===== config.mk =====
export PLATFORM = sky130hd
export DESIGN_NAME = tx_class_arbiter_hysteresis_top_flat
export DESIGN_NICKNAME = d
export VERILOG_FILES = /design/src/rtl/tca_pkg.sv /design/src/rtl/tca_if.sv /design/src/rtl/tx_class_arbiter_hysteresis_top.sv /design/src/rtl/tca_csr.sv /design/src/rtl/tca_decide.sv /design/src/rtl/tca_core.sv /design/src/flat_wrapper.sv
export SDC_FILE = /design/constraint.sdc
export NUM_CORES = 1
export LEC_CHECK = 0
export ABC_AREA = 1
export BUFFER_PORTS_ARGS = -buffer_cell sky130_fd_sc_hd__buf_2
export CAP_MARGIN = 20
export CORE_ASPECT_RATIO = 0.5
export CORE_UTILIZATION = 45
export DETAILED_ROUTE_END_ITERATION = 16
export PLACE_DENSITY = 0.77
export SYNTH_ARGS = -nofsm -noshare
export SYNTH_HDL_FRONTEND = slang
export SYNTH_SLANG_ARGS = --single-unit

===== constraint.sdc =====
create_clock -name clock -period 3.39 [get_ports clock]
set_clock_uncertainty 0.05 [all_clocks]
set_input_delay 0.678 -clock clock [delete_from_list [all_inputs] [get_ports clock]]
set_output_delay 0.678 -clock clock [all_outputs]
set_load 0.01 [all_outputs]

===== src/rtl/tca_pkg.sv =====
// Shared types and constants for the transmit class arbiter with watermark hysteresis.
// Used by the channel interfaces, the register block, the decision logic and the core.
// No dependencies.
`default_nettype none

package tca_pkg;

   localparam int QUEUE_DEPTH = 4096;
   localparam int FILL_CAP    = QUEUE_DEPTH - 1;
   localparam int FILL_W      = 12;
   localparam int MARK_W      = 12;
   localparam int SEL_W       = 2;
   localparam int TURN_W      = 2;
   localparam int CSR_DATA_W  = 32;
   localparam int CSR_ADDR_W  = 4;

   // Telemetry is granted this many times in a row before bulk gets a turn under stress.
   localparam logic [TURN_W-1:0] STRESS_TELEMETRY_TURNS = TURN_W'(2);

   localparam logic [MARK_W-1:0] HIGH_MARK_RESET = MARK_W'(3072);
   localparam logic [MARK_W-1:0] LOW_MARK_RESET  = MARK_W'(1024);

   typedef enum logic [SEL_W-1:0] {
      SEL_NONE      = 2'd0,
      SEL_TEXT      = 2'd1,
      SEL_TELEMETRY = 2'd2,
      SEL_BULK      = 2'd3
   } sel_type;

   typedef enum logic [1:0] {
      CSR_TELEMETRY_HIGH = 2'd0,
      CSR_TELEMETRY_LOW  = 2'd1,
      CSR_BULK_HIGH      = 2'd2,
      CSR_BULK_LOW       = 2'd3
   } csr_index_type;

   typedef struct packed {
      logic [MARK_W-1:0] telemetry_high;
      logic [MARK_W-1:0] telemetry_low;
      logic [MARK_W-1:0] bulk_high;
      logic [MARK_W-1:0] bulk_low;
   } marks_type;

   typedef struct packed {
      logic              text_waiting;
      logic [FILL_W-1:0] telemetry_bytes;
      logic [FILL_W-1:0] bulk_bytes;
   } item_type;

   typedef struct packed {
      logic              telemetry_flag;
      logic              bulk_flag;
      logic [TURN_W-1:0] turn;
   } state_type;

   typedef struct packed {
      sel_type selected;
      logic    telemetry_pressure;
      logic    bulk_pressure;
      logic    stressed;
   } result_type;

endpackage

`default_nettype wire


===== src/rtl/tca_if.sv =====
// Valid/ready channel interfaces for requests and results of the arbiter.
// Depends on tca_pkg for field widths.
`default_nettype none

interface tca_req_if;
   logic                      valid;
   logic                      ready;
   logic                      text_waiting;
   logic [tca_pkg::FILL_W-1:0] telemetry_bytes;
   logic [tca_pkg::FILL_W-1:0] bulk_bytes;

   modport source (output valid, input ready, output text_waiting, output telemetry_bytes,
                   output bulk_bytes);
   modport sink (input valid, output ready, input text_waiting, input telemetry_bytes,
                 input bulk_bytes);
endinterface

interface tca_rsp_if;
   logic                      valid;
   logic                      ready;
   logic [tca_pkg::SEL_W-1:0] selected_queue;
   logic                      telemetry_pressure;
   logic                      bulk_pressure;

   modport source (output valid, input ready, output selected_queue,
                   output telemetry_pressure, output bulk_pressure);
   modport sink (input valid, output ready, input selected_queue,
                 input telemetry_pressure, input bulk_pressure);
endinterface

`default_nettype wire


===== src/rtl/tx_class_arbiter_hysteresis_top.sv =====
// Transmit class arbiter with watermark hysteresis: top level.
// A taken request waits in the request register and its result in the result register;
// the request moves on when the result register is free or draining. One request per
// cycle while the result side does not stall, with a single decision pass in between.
// Synchronous reset clears both stages, the pressure flags and the turn counter, and
// loads the thresholds with 3072 (high) and 1024 (low). Depends on tca_pkg, tca_if.
`default_nettype none

module tx_class_arbiter_hysteresis_top (
   input  wire logic                           clock,
   input  wire logic                           reset,
   tca_req_if.sink                             req_chan,
   tca_rsp_if.source                           rsp_chan,
   input  wire logic                           psel,
   input  wire logic                           penable,
   input  wire logic                           pwrite,
   input  wire logic [tca_pkg::CSR_ADDR_W-1:0] paddr,
   input  wire logic [tca_pkg::CSR_DATA_W-1:0] pwdata,
   output logic      [tca_pkg::CSR_DATA_W-1:0] prdata,
   output logic                                pready
);

   tca_pkg::marks_type marks;

   tca_csr u_csr (
      .clock   (clock),
      .reset   (reset),
      .psel    (psel),
      .penable (penable),
      .pwrite  (pwrite),
      .paddr   (paddr),
      .pwdata  (pwdata),
      .prdata  (prdata),
      .pready  (pready),
      .marks   (marks)
   );

   tca_core u_core (
      .clock    (clock),
      .reset    (reset),
      .marks    (marks),
      .req_chan (req_chan),
      .rsp_chan (rsp_chan)
   );

endmodule

`default_nettype wire


===== src/rtl/tca_csr.sv =====
// APB-style register block holding the four watermark thresholds.
// Depends on tca_pkg for the register index codes and the marks struct.
`default_nettype none

module tca_csr (
   input  wire logic                           clock,
   input  wire logic                           reset,
   input  wire logic                           psel,
   input  wire logic                           penable,
   input  wire logic                           pwrite,
   input  wire logic [tca_pkg::CSR_ADDR_W-1:0] paddr,
   input  wire logic [tca_pkg::CSR_DATA_W-1:0] pwdata,
   output logic      [tca_pkg::CSR_DATA_W-1:0] prdata,
   output logic                                pready,
   output tca_pkg::marks_type                  marks
);

   tca_pkg::marks_type     marks_ff, marks_in;
   tca_pkg::csr_index_type index;
   logic                   write_en;
   logic [tca_pkg::MARK_W-1:0] wdata;

   // The low address bits play no part in the decode.
   assign index    = tca_pkg::csr_index_type'(paddr[3:2]);
   assign write_en = psel & penable & pwrite;
   assign wdata    = pwdata[tca_pkg::MARK_W-1:0];
   assign pready   = 1'b1;
   assign marks    = marks_ff;

   always_comb begin
      marks_in = marks_ff;
      if (write_en) begin
         unique case (index)
            tca_pkg::CSR_TELEMETRY_HIGH: marks_in.telemetry_high = wdata;
            tca_pkg::CSR_TELEMETRY_LOW:  marks_in.telemetry_low  = wdata;
            tca_pkg::CSR_BULK_HIGH:      marks_in.bulk_high      = wdata;
            tca_pkg::CSR_BULK_LOW:       marks_in.bulk_low       = wdata;
            default:                     marks_in = marks_ff;
         endcase
      end
   end

   always_comb begin
      prdata = '0;
      unique case (index)
         tca_pkg::CSR_TELEMETRY_HIGH: prdata[tca_pkg::MARK_W-1:0] = marks_ff.telemetry_high;
         tca_pkg::CSR_TELEMETRY_LOW:  prdata[tca_pkg::MARK_W-1:0] = marks_ff.telemetry_low;
         tca_pkg::CSR_BULK_HIGH:      prdata[tca_pkg::MARK_W-1:0] = marks_ff.bulk_high;
         tca_pkg::CSR_BULK_LOW:       prdata[tca_pkg::MARK_W-1:0] = marks_ff.bulk_low;
         default:                     prdata = '0;
      endcase
   end

   always_ff @(posedge clock) begin
      if (reset) begin
         marks_ff.telemetry_high <= tca_pkg::HIGH_MARK_RESET;
         marks_ff.telemetry_low  <= tca_pkg::LOW_MARK_RESET;
         marks_ff.bulk_high      <= tca_pkg::HIGH_MARK_RESET;
         marks_ff.bulk_low       <= tca_pkg::LOW_MARK_RESET;
      end else begin
         marks_ff <= marks_in;
      end
   end

   wr_reaches_reg: assert property (@(posedge clock) disable iff (reset)
      (write_en && index == tca_pkg::CSR_BULK_LOW) |=> (marks_ff.bulk_low == $past(wdata)))
      else $error("bulk low mark not updated by write");

   no_write_holds: assert property (@(posedge clock) disable iff (reset)
      !write_en |=> $stable(marks_ff))
      else $error("thresholds changed without a write");

   read_matches: assert property (@(posedge clock) disable iff (reset)
      (index == tca_pkg::CSR_TELEMETRY_HIGH) |->
         (prdata[tca_pkg::MARK_W-1:0] == marks_ff.telemetry_high))
      else $error("read data does not match telemetry high mark");

endmodule

`default_nettype wire


===== src/rtl/tca_decide.sv =====
// Combinational grant decision: hysteresis flag update and priority selection.
// Depends on tca_pkg for the item, state, marks and result types.
`default_nettype none

module tca_decide (
   input  wire tca_pkg::item_type   item,
   input  wire tca_pkg::state_type  state,
   input  wire tca_pkg::marks_type  marks,
   output tca_pkg::result_type      result,
   output tca_pkg::state_type       state_next
);

   function automatic logic [tca_pkg::FILL_W-1:0] clamp_fill(
      input logic [tca_pkg::FILL_W-1:0] raw);
      if (32'(raw) > 32'(tca_pkg::FILL_CAP)) begin
         clamp_fill = tca_pkg::FILL_W'(tca_pkg::FILL_CAP);
      end else begin
         clamp_fill = raw;
      end
   endfunction

   // The set test comes first, so with crossed marks a level meeting both sets the flag.
   function automatic logic hysteresis(input logic flag,
                                       input logic [tca_pkg::FILL_W-1:0] level,
                                       input logic [tca_pkg::MARK_W-1:0] high,
                                       input logic [tca_pkg::MARK_W-1:0] low);
      if (level >= high) begin
         hysteresis = 1'b1;
      end else if (level <= low) begin
         hysteresis = 1'b0;
      end else begin
         hysteresis = flag;
      end
   endfunction

   logic [tca_pkg::FILL_W-1:0] tel_level;
   logic [tca_pkg::FILL_W-1:0] blk_level;
   logic                       tel_waits;
   logic                       blk_waits;
   logic                       tel_flag;
   logic                       blk_flag;
   logic                       stressed;

   assign tel_level = clamp_fill(item.telemetry_bytes);
   assign blk_level = clamp_fill(item.bulk_bytes);
   assign tel_waits = (tel_level != '0);
   assign blk_waits = (blk_level != '0);
   assign tel_flag  = hysteresis(state.telemetry_flag, tel_level,
                                 marks.telemetry_high, marks.telemetry_low);
   assign blk_flag  = hysteresis(state.bulk_flag, blk_level,
                                 marks.bulk_high, marks.bulk_low);
   assign stressed  = !item.text_waiting && tel_waits && blk_waits && tel_flag && blk_flag;

   always_comb begin
      state_next                = state;
      state_next.telemetry_flag = tel_flag;
      state_next.bulk_flag      = blk_flag;
      result.telemetry_pressure = tel_flag;
      result.bulk_pressure      = blk_flag;
      result.stressed           = stressed;
      if (item.text_waiting) begin
         result.selected = tca_pkg::SEL_TEXT;
      end else if (!tel_waits && !blk_waits) begin
         result.selected = tca_pkg::SEL_NONE;
      end else if (stressed) begin
         if (state.turn >= tca_pkg::STRESS_TELEMETRY_TURNS) begin
            state_next.turn = '0;
            result.selected = tca_pkg::SEL_BULK;
         end else begin
            state_next.turn = state.turn + tca_pkg::TURN_W'(1);
            result.selected = tca_pkg::SEL_TELEMETRY;
         end
      end else if (tel_waits && tel_flag) begin
         result.selected = tca_pkg::SEL_TELEMETRY;
      end else if (blk_waits && blk_flag) begin
         result.selected = tca_pkg::SEL_BULK;
      end else if (tel_waits) begin
         result.selected = tca_pkg::SEL_TELEMETRY;
      end else begin
         result.selected = tca_pkg::SEL_BULK;
      end
   end

endmodule

`default_nettype wire


===== src/rtl/tca_core.sv =====
// Request register, arbitration state and result register of the arbiter.
// Depends on tca_pkg, the channel interfaces and tca_decide.
`default_nettype none

module tca_core (
   input  wire logic               clock,
   input  wire logic               reset,
   input  wire tca_pkg::marks_type marks,
   tca_req_if.sink                 req_chan,
   tca_rsp_if.source               rsp_chan
);

   logic                valid_ff, valid_in;
   tca_pkg::item_type   item_ff, item_in;
   tca_pkg::state_type  state_ff, state_in;
   logic                out_valid_ff, out_valid_in;
   tca_pkg::result_type out_ff, out_in;
   tca_pkg::result_type result;
   tca_pkg::state_type  state_next;
   logic                advance;
   logic                req_take;

   tca_decide u_decide (
      .item       (item_ff),
      .state      (state_ff),
      .marks      (marks),
      .result     (result),
      .state_next (state_next)
   );

   // The registered request moves on whenever the result register is free or draining.
   assign advance        = valid_ff && (!out_valid_ff || rsp_chan.ready);
   assign req_chan.ready = !valid_ff || advance;
   assign req_take       = req_chan.valid && req_chan.ready;

   always_comb begin
      valid_in     = req_take || (valid_ff && !advance);
      item_in      = item_ff;
      state_in     = state_ff;
      out_valid_in = advance || (out_valid_ff && !rsp_chan.ready);
      out_in       = out_ff;
      if (req_take) begin
         item_in.text_waiting    = req_chan.text_waiting;
         item_in.telemetry_bytes = req_chan.telemetry_bytes;
         item_in.bulk_bytes      = req_chan.bulk_bytes;
      end
      if (advance) begin
         state_in = state_next;
         out_in   = result;
      end
   end

   always_ff @(posedge clock) begin
      if (reset) begin
         valid_ff     <= 1'b0;
         out_valid_ff <= 1'b0;
         state_ff     <= '0;
      end else begin
         valid_ff     <= valid_in;
         out_valid_ff <= out_valid_in;
         state_ff     <= state_in;
      end
      item_ff <= item_in;
      out_ff  <= out_in;
   end

   assign rsp_chan.valid              = out_valid_ff;
   assign rsp_chan.selected_queue     = out_ff.selected;
   assign rsp_chan.telemetry_pressure = out_ff.telemetry_pressure;
   assign rsp_chan.bulk_pressure      = out_ff.bulk_pressure;

   turn_bounded: assert property (@(posedge clock) disable iff (reset)
      state_ff.turn <= tca_pkg::STRESS_TELEMETRY_TURNS)
      else $error("stress turn counter out of range");

   text_wins: assert property (@(posedge clock) disable iff (reset)
      (advance && item_ff.text_waiting) |=> (out_ff.selected == tca_pkg::SEL_TEXT))
      else $error("waiting text queue was not granted");

   bulk_clears_turn: assert property (@(posedge clock) disable iff (reset)
      (advance && result.stressed && result.selected == tca_pkg::SEL_BULK)
         |=> (state_ff.turn == '0))
      else $error("stressed bulk grant did not clear the turn counter");

   full_stall: assert property (@(posedge clock) disable iff (reset)
      (valid_ff && out_valid_ff && !rsp_chan.ready) |-> !req_chan.ready)
      else $error("request taken while both stages are held");

   flags_reported: assert property (@(posedge clock) disable iff (reset)
      advance |=> (out_ff.telemetry_pressure == state_ff.telemetry_flag &&
                   out_ff.bulk_pressure == state_ff.bulk_flag))
      else $error("reported pressure differs from stored flags");

endmodule

`default_nettype wire

===== src/flat_wrapper.sv =====
// flat-port wrapper written by rule: the top's interface ports become plain ports
module tx_class_arbiter_hysteresis_top_flat 
  (clock, reset, psel, penable, pwrite, paddr, pwdata, prdata, pready, req_chan_valid, req_chan_ready, req_chan_text_waiting, req_chan_telemetry_bytes, req_chan_bulk_bytes, rsp_chan_valid, rsp_chan_ready, rsp_chan_selected_queue, rsp_chan_telemetry_pressure, rsp_chan_bulk_pressure);
  tca_req_if req_chan_i ();
  tca_rsp_if rsp_chan_i ();
  input  wire logic clock;
  input  wire logic reset;
  input  wire logic psel;
  input  wire logic penable;
  input  wire logic pwrite;
  input  wire logic [tca_pkg::CSR_ADDR_W-1:0] paddr;
  input  wire logic [tca_pkg::CSR_DATA_W-1:0] pwdata;
  output logic      [tca_pkg::CSR_DATA_W-1:0] prdata;
  output logic pready;
  input wire logic [$bits(req_chan_i.valid)-1:0] req_chan_valid;
  output wire logic [$bits(req_chan_i.ready)-1:0] req_chan_ready;
  input wire logic [$bits(req_chan_i.text_waiting)-1:0] req_chan_text_waiting;
  input wire logic [$bits(req_chan_i.telemetry_bytes)-1:0] req_chan_telemetry_bytes;
  input wire logic [$bits(req_chan_i.bulk_bytes)-1:0] req_chan_bulk_bytes;
  output wire logic [$bits(rsp_chan_i.valid)-1:0] rsp_chan_valid;
  input wire logic [$bits(rsp_chan_i.ready)-1:0] rsp_chan_ready;
  output wire logic [$bits(rsp_chan_i.selected_queue)-1:0] rsp_chan_selected_queue;
  output wire logic [$bits(rsp_chan_i.telemetry_pressure)-1:0] rsp_chan_telemetry_pressure;
  output wire logic [$bits(rsp_chan_i.bulk_pressure)-1:0] rsp_chan_bulk_pressure;
  assign req_chan_i.valid = req_chan_valid;
  assign req_chan_ready = req_chan_i.ready;
  assign req_chan_i.text_waiting = req_chan_text_waiting;
  assign req_chan_i.telemetry_bytes = req_chan_telemetry_bytes;
  assign req_chan_i.bulk_bytes = req_chan_bulk_bytes;
  assign rsp_chan_valid = rsp_chan_i.valid;
  assign rsp_chan_i.ready = rsp_chan_ready;
  assign rsp_chan_selected_queue = rsp_chan_i.selected_queue;
  assign rsp_chan_telemetry_pressure = rsp_chan_i.telemetry_pressure;
  assign rsp_chan_bulk_pressure = rsp_chan_i.bulk_pressure;
  tx_class_arbiter_hysteresis_top u_core (.clock(clock), .reset(reset), .req_chan(req_chan_i), .rsp_chan(rsp_chan_i), .psel(psel), .penable(penable), .pwrite(pwrite), .paddr(paddr), .pwdata(pwdata), .prdata(prdata), .pready(pready));
endmodule

==> results of run 1 <==
registers in the layout, indices dropped and copies added, names as in the netlist:
signal and cells:
u_core.u_core.valid_ff 1, u_core.u_core.rsp_chan.telemetry_pressure 1, u_core.u_csr.marks 48, u_core.u_core.rsp_chan.selected_queue 2
u_core.u_core.rsp_chan.bulk_pressure 1, u_core.u_core.state_ff 4, u_core.u_core.rsp_chan.valid 1, u_core.u_core.item_ff 25
worst max-delay path, stage by stage:
cell     delay (ps)
buf_2           120
nand2_1         250
o21ai_0         330
a21oi_1          80
o21ai_0         120
buf_2           180
metrics by stage:
| step | hold slack, ps | std cells | setup WS [ps] |
|---|---|---|---|
| floorplan | 387 | 597 | 1340 |
| global placement | 400 | 764 | 958 |
| detailed placement | 411 | 764 | 926 |
| CTS | 415 | 780 | 927 |
| global route | 432 | 780 | 821 |
| finish | 415 | 780 | 914 |
cells by family (layout without fill, tap and decap cells):
logic type,after synthesis,in the layout,synth area share (%)
buffers and inverters,129,177,12.2
DFF,83,83,41.9
and+or+nand+nor,167,167,15.9
other,2,21,0.161
adders and majority gates,48,48,12.9
AOI/OAI and AO/OA,149,149,16.9
final cells by class:
type,instances,area share [%]
multi-input combinational,385,41.5
sequential,83,36.7
timing repair buffer,68,6.64
inverter,93,6.57
clock buffer,12,5.04
tap,135,3.18
clock inverter,4,0.400
layer usage:
metal / vias up / global-route usage, %
li1: 1997 / -
met5: - / 0
met3: 16 / 5.28
met4: 0 / 7.95
met1: 1824 / 28.4
met2: 138 / 33.8
cell usage after synthesis (6+ instances only):
| cell type | number | area, sq um |
|---|---|---|
| a21oi_1 | 68 | 340 |
| buf_4 | 21 | 158 |
| clkbuf_1 | 10 | 37.5 |
| dfxtp_1 | 54 | 1080 |
| edfxtp_1 | 29 | 871 |
| ha_1 | 48 | 601 |
| inv_1 | 83 | 312 |
| inv_2 | 10 | 37.5 |
| nand2_1 | 84 | 315 |
| nand2_2 | 6 | 37.5 |
| nand3_1 | 10 | 50.1 |
| nand4_1 | 9 | 56.3 |
| nor2_1 | 44 | 165 |
| o211ai_1 | 6 | 45.0 |
| o21ai_0 | 47 | 235 |
| o21ai_1 | 18 | 90.1 |
worst min path at each step:
| stage | endpoint | cells past startpoint | slack, ps | start |
|---|---|---|---|---|
| 2_1_floorplan | u_core.u_core.rsp_chan.valid$_SDFF_PP0_ | 2 | 390 | u_core.u_core.valid_ff$_SDFF_PP0_ |
| 3_3_place_gp | u_core.u_core.rsp_chan.valid$_SDFF_PP0_ | 2 | 400 | u_core.u_core.valid_ff$_SDFF_PP0_ |
| 3_5_place_dp | u_core.u_core.rsp_chan.valid$_SDFF_PP0_ | 2 | 410 | u_core.u_core.valid_ff$_SDFF_PP0_ |
| 4_1_cts | u_core.u_core.rsp_chan.valid$_SDFF_PP0_ | 2 | 420 | u_core.u_core.valid_ff$_SDFF_PP0_ |
| 5_1_grt | u_core.u_core.rsp_chan.valid$_SDFF_PP0_ | 2 | 430 | u_core.u_core.valid_ff$_SDFF_PP0_ |
| 6_report | u_core.u_core.rsp_chan.valid$_SDFF_PP0_ | 2 | 420 | u_core.u_core.valid_ff$_SDFF_PP0_ |
power groups by stage:
| stage | Clock, mW | Sequential (mW) | Combinational (mW) |
|---|---|---|---|
| 5_1_grt | 0.996 | 1.10 | 0.325 |
| 2_1_floorplan | 0 | 1.11 | 0.205 |
| 4_1_cts | 0.955 | 1.10 | 0.282 |
| 3_3_place_gp | 0 | 1.12 | 0.268 |
| 6_report | 0.942 | 1.10 | 0.283 |
| 3_5_place_dp | 0 | 1.12 | 0.278 |
cell usage in the layout, fill, tap and decap left out, drive strengths merged, types with 2 or more instances in the layout:
cell type,Yosys,final
dfxtp,54,54
conb,2,21
nor2,50,50
ha,48,48
edfxtp,29,29
nor3,2,2
o22ai,2,2
inv,93,94
o21a,2,2
buf,26,68
nand4,9,9
o21ai,65,65
a21o,3,3
nand2,91,91
clkbuf,10,12
o21bai,3,3
clkinv,0,3
a21oi,68,68
nand3,13,13
o211ai,6,6
==> flow_summary.yaml, run 1 <==
outcome:
  status: "complete, no violations"
sta:
  period_share_pct: 73.1
  finalMaxSlewViolations: 0
  setup_viol: 0
  post-route-min-period_ps: 2480
  rsz0062_at_grt: "no"
  clock.fmax_mhz: 404
  finalSetupTns_ps: 0
  final_hold_viol_count: 0
floorplan:
  die_area_sq_um: 10800
  core_area_sq_um: 9730
  die_w_um: 146
  start_util_pct: 47.8
  chipHeight_um: 73.9
  fp-row-count: 25
  pin_count: 107
drt:
  dr.pass1.iters: 5
  vias: 3975
  wl_met1_mm: 5.05
  wl_per_cell_um: 13.8
  met3WireLength_um: 756
  dr_wl_met2_mm: 4.80
  detailedRoute.firstIterationViolations: 237
  routed_wl_mm: 10.8
  drc: 0
  highest_layer: "met4"
  ant_nets: 0
  vias_per_cell: 5.10
power:
  ir_drop_mv: 0.248
  swShare_pct: 25.3
  finalPower_mw: 2.32
  pwr-share-comb_pct: 12.2
  seq_power_share_pct: 47.2
  p_per_area_nw_per_um2: 437
  p_leak_nw: 2.45
  clkPwrFrac_pct: 40.6
  p_int_mw: 1.73
  p_sw_mw: 0.586
cts:
  clockRootBuffer: "clkbuf_16"
  cts_buffer_depth: 2
  cts_resized: 0
  htree_num_levels: 3
  clk_pin_slew_worst_paths_ps: 60
  cts_setup_buffers: 0
  cts_tree: "yes"
  worstSkewPairLatency_ps: 340
  ctsHoldBuffers: 0
  numCtsBuffers: 9
  clock-sinks: 83
logic_synthesis:
  synth-edff-count: 29
  synthCells: 578
  async_flop_share_pct: 0
  post_synth_num_cell_types: 30
  ys_seq_area_share_pct: 41.9
  syn_avg_cell_area_sq_um: 8.05
  ys_ff_latch: 83
  syn_area_sq_um: 4650
  ys_warn_count: 0
  synth_flop_cell: "dfxtp_1"
critical_path:
  r2r_cells: 11
  rrSetupSlack_ps: 1360
  critPathArrivalTime_ps: 1750
  crit_start: "paddr[2]"
  rr_endpoint: "u_core.u_core.state_ff[1]$_SDFFE_PP0P_"
  reg2reg_from: "u_core.u_core.item_ff[19]$_DFFE_PP_"
  critPathMaxFanout: 12
  crit_path_start_kind: "input port"
  crit_end: "prdata[9]"
  endpoint_kind: "primary output"
  critPathRequiredTime_ps: 2660
  crit_type: "input port to primary output"
cells_and_area:
  syn_to_final_growth_pct: 14.2
  num-nets-final: 756
  utilization_pct: 54.6
  multiInputGateArea_sq_um: 2200
  antennaDiodeCount: 0
  seqCellArea_sq_um: 1950
  fillerInstances: 906
  final_cell_area_sq_um: 5320
  drive_gt1_share_pct: 17.5
place:
  hpwl_mm: 7.84
  portBuffers: 63
  place_congestion: 0.822
  postPlaceCellArea_sq_um: 5030
global_route:
  grt_max_degree: 51
  grt_overflow_total: 0
  grt.total_usage_pct: 21.3
  grt_pass1_vias: 3584
  grt_pass1_wl_mm: 17.3
  antenna_found_initial: 0
hold_path:
  holdCritPathClass: "flop to flop"
run:
  drv_cap: 0
No activity file was read; power rests on OpenSTA's default activity.
==> run 2, diff against run 1 <==
--- a/config.mk
+++ b/config.mk
@@ -11,7 +11,7 @@
 export CORE_ASPECT_RATIO = 0.5
 export CORE_UTILIZATION = 45
 export DETAILED_ROUTE_END_ITERATION = 16
-export PLACE_DENSITY = 0.77
+export PLACE_DENSITY = 0.79
 export SYNTH_ARGS = -nofsm -noshare
 export SYNTH_HDL_FRONTEND = slang
 export SYNTH_SLANG_ARGS = --single-unit
==> constraint.sdc (replaced) <==
create_clock -name clock -period 2 [get_ports clock]
set_clock_uncertainty 0.05 [all_clocks]
set_input_delay 0.4 -clock clock [delete_from_list [all_inputs] [get_ports clock]]
set_output_delay 0.4 -clock clock [all_outputs]
set_load 0.01 [all_outputs]
==> flow_summary.yaml, run 2 (same netlist as run 1, synthesis figures left out) <==
drt:
  vias: 3919
  detailedRoute.firstIterationViolations: 196
  dr.pass1.iters: 5
  drc: 0
  vias_per_cell: 5.01
  wl_per_cell_um: 14.0
  ant_nets: 0
  routed_wl_mm: 10.9
global_route:
  grt_max_degree: 51
  grt_pass1_wl_mm: 16.8
  grt.total_usage_pct: 20.5
  grt_overflow_total: 0
  antenna_found_initial: 0
  grt_pass1_vias: 3558
sta:
  clock.fmax_mhz: 482
  final_hold_viol_count: 0
  finalMaxSlewViolations: 0
  rsz0062_at_grt: "yes"
  post-route-min-period_ps: 2080
  period_share_pct: 104
  fin_ws_ps: -76.4
  timing.hold.ws_ps: 177
  setup_viol: 1
critical_path:
  critPathMaxFanout: 3
  crit_type: "flop to flop"
  endpoint_kind: "flop"
  critPathRequiredTime_ps: 2050
  crit_path_start_kind: "flop"
  critPathArrivalTime_ps: 2130
run:
  drv_cap: 0
place:
  place_congestion: 0.830
  dp_slack_ps: 21.6
  portBuffers: 63
  dp.cells: 765
  hpwl_mm: 7.85
  postPlaceCellArea_sq_um: 5030
outcome:
  status: "finished, violations left"
  violations: "negative setup slack"
floorplan:
  pin_count: 107
  chipHeight_um: 73.9
  start_util_pct: 47.8
  die_area_sq_um: 10800
  die_w_um: 146
  core_area_sq_um: 9730
  fp-row-count: 25
power:
  ir_drop_mv: 0.519
  finalPower_mw: 4.14
  p_sw_mw: 1.03
  seq_power_share_pct: 44.9
  p_int_mw: 3.11
  pwr-share-comb_pct: 12.4
  p_leak_nw: 2.48
  clkPwrFrac_pct: 42.7
  p_per_area_nw_per_um2: 751
  swShare_pct: 24.9
cts:
  clock-sinks: 83
  numCtsBuffers: 9
  worstSkewPairLatency_ps: 340
  cts_buffer_depth: 2
  htree_num_levels: 3
  cts_tree: "yes"
  clk_pin_slew_worst_paths_ps: 60
  clockRootBuffer: "clkbuf_16"
cells_and_area:
  final_cell_area_sq_um: 5510
  seqCellArea_sq_um: 1950
  syn_to_final_growth_pct: 18.5
  final_common_cell: "inv_1"
  multiInputGateArea_sq_um: 2360
  antennaDiodeCount: 0
  final_cell_mix: "inv_1, nand2_1, a21oi_1"
  drive_gt1_share_pct: 20.1
  fin_cells: 782
  fillerInstances: 840
  largest_register_ffs: 48
  num-nets-final: 758
hold_path:
  holdCritPathClass: "input port to flop"
## run 2: cell count changes in the layout (fill, tap and decap cells not counted), moves of 2 or more
cell       before  now
nand2_1        84   82
buf_4           5    7
nor2_4          1    4
bufinv_16       0    2
nand2_2         6    8
clkinv_4        0    2
ha_4            0    9
clkinv_2        3    1
nor2_1         44   42
ha_1           48   39
## run 2: worst max-delay path: stages, from the launching register on
cell and delay, ps:
edfxtp_1 490, ha_4 320, nand2_1 80, inv_2 60
nand2_2 50, nor2_2 130, nand2_1 90, nand3_2 100
nand2_2 100, a21oi_1 150, nand4_1 90, nand2_1 70
nand2_1 40
## run 2: final timing paths
path | endpoint | startpoint | slack [ps] | cells past startpoint
worst min register to register | u_core.u_core.rsp_chan.valid$_SDFF_PP0_ | u_core.u_core.valid_ff$_SDFF_PP0_ | 430 | 2
worst max-delay path | u_core.u_core.rsp_chan.selected_queue[0]$_SDFFCE_PP1P_ | u_core.u_core.item_ff[23]$_DFFE_PP_ | -80 | 12
worst max register to register | u_core.u_core.rsp_chan.selected_queue[0]$_SDFFCE_PP1P_ | u_core.u_core.item_ff[23]$_DFFE_PP_ | -80 | 12
worst min-delay path | u_core.u_core.item_ff[8]$_DFFE_PP_ | req_chan_bulk_bytes[8] | 180 | 1
## run 2: final cells by class
cell class	instances	share of cell area, %
clock buffer	10	4.15
clock inverter	6	1.63
inverter	93	6.33
multi-input combinational	385	42.8
sequential	83	35.4
tap	135	3.06
timing repair buffer	70	6.67
## run 2: timing repair
action	4_1_cts	5_1_grt
cloned	0	0
endpoints found under the hold margin	0	0
pin swaps	1	12
endpoints found under the setup margin	1	5
resized for setup	1	19
hold buffers	0	0
setup buffers	0	1
## run 2: layer usage
layer  GRT usage, %  wire length [um]  up-vias
met1           26.5              5180     1774
met3           4.10               551       18
li1               -                 -     2007
met2           34.4              5010      120
met5              0                 0        -
met4           7.95               191        0
## run 2: stage by stage
step                      utilization [%]  TNS [ps]
after floorplan                         -         0
after global placement               51.8         0
after detailed placement             51.8         0
after CTS                            55.2         0
after global routing                 56.7      -325
final                                56.7     -76.4
## run 2: power groups by stage
stage	logic, mW	registers (mW)	clock network (mW)
global placement	0.452	1.89	0
finish	0.512	1.86	1.77
floorplan	0.347	1.88	0
detailed placement	0.473	1.89	0
CTS	0.479	1.86	1.79
global route	0.577	1.87	1.84
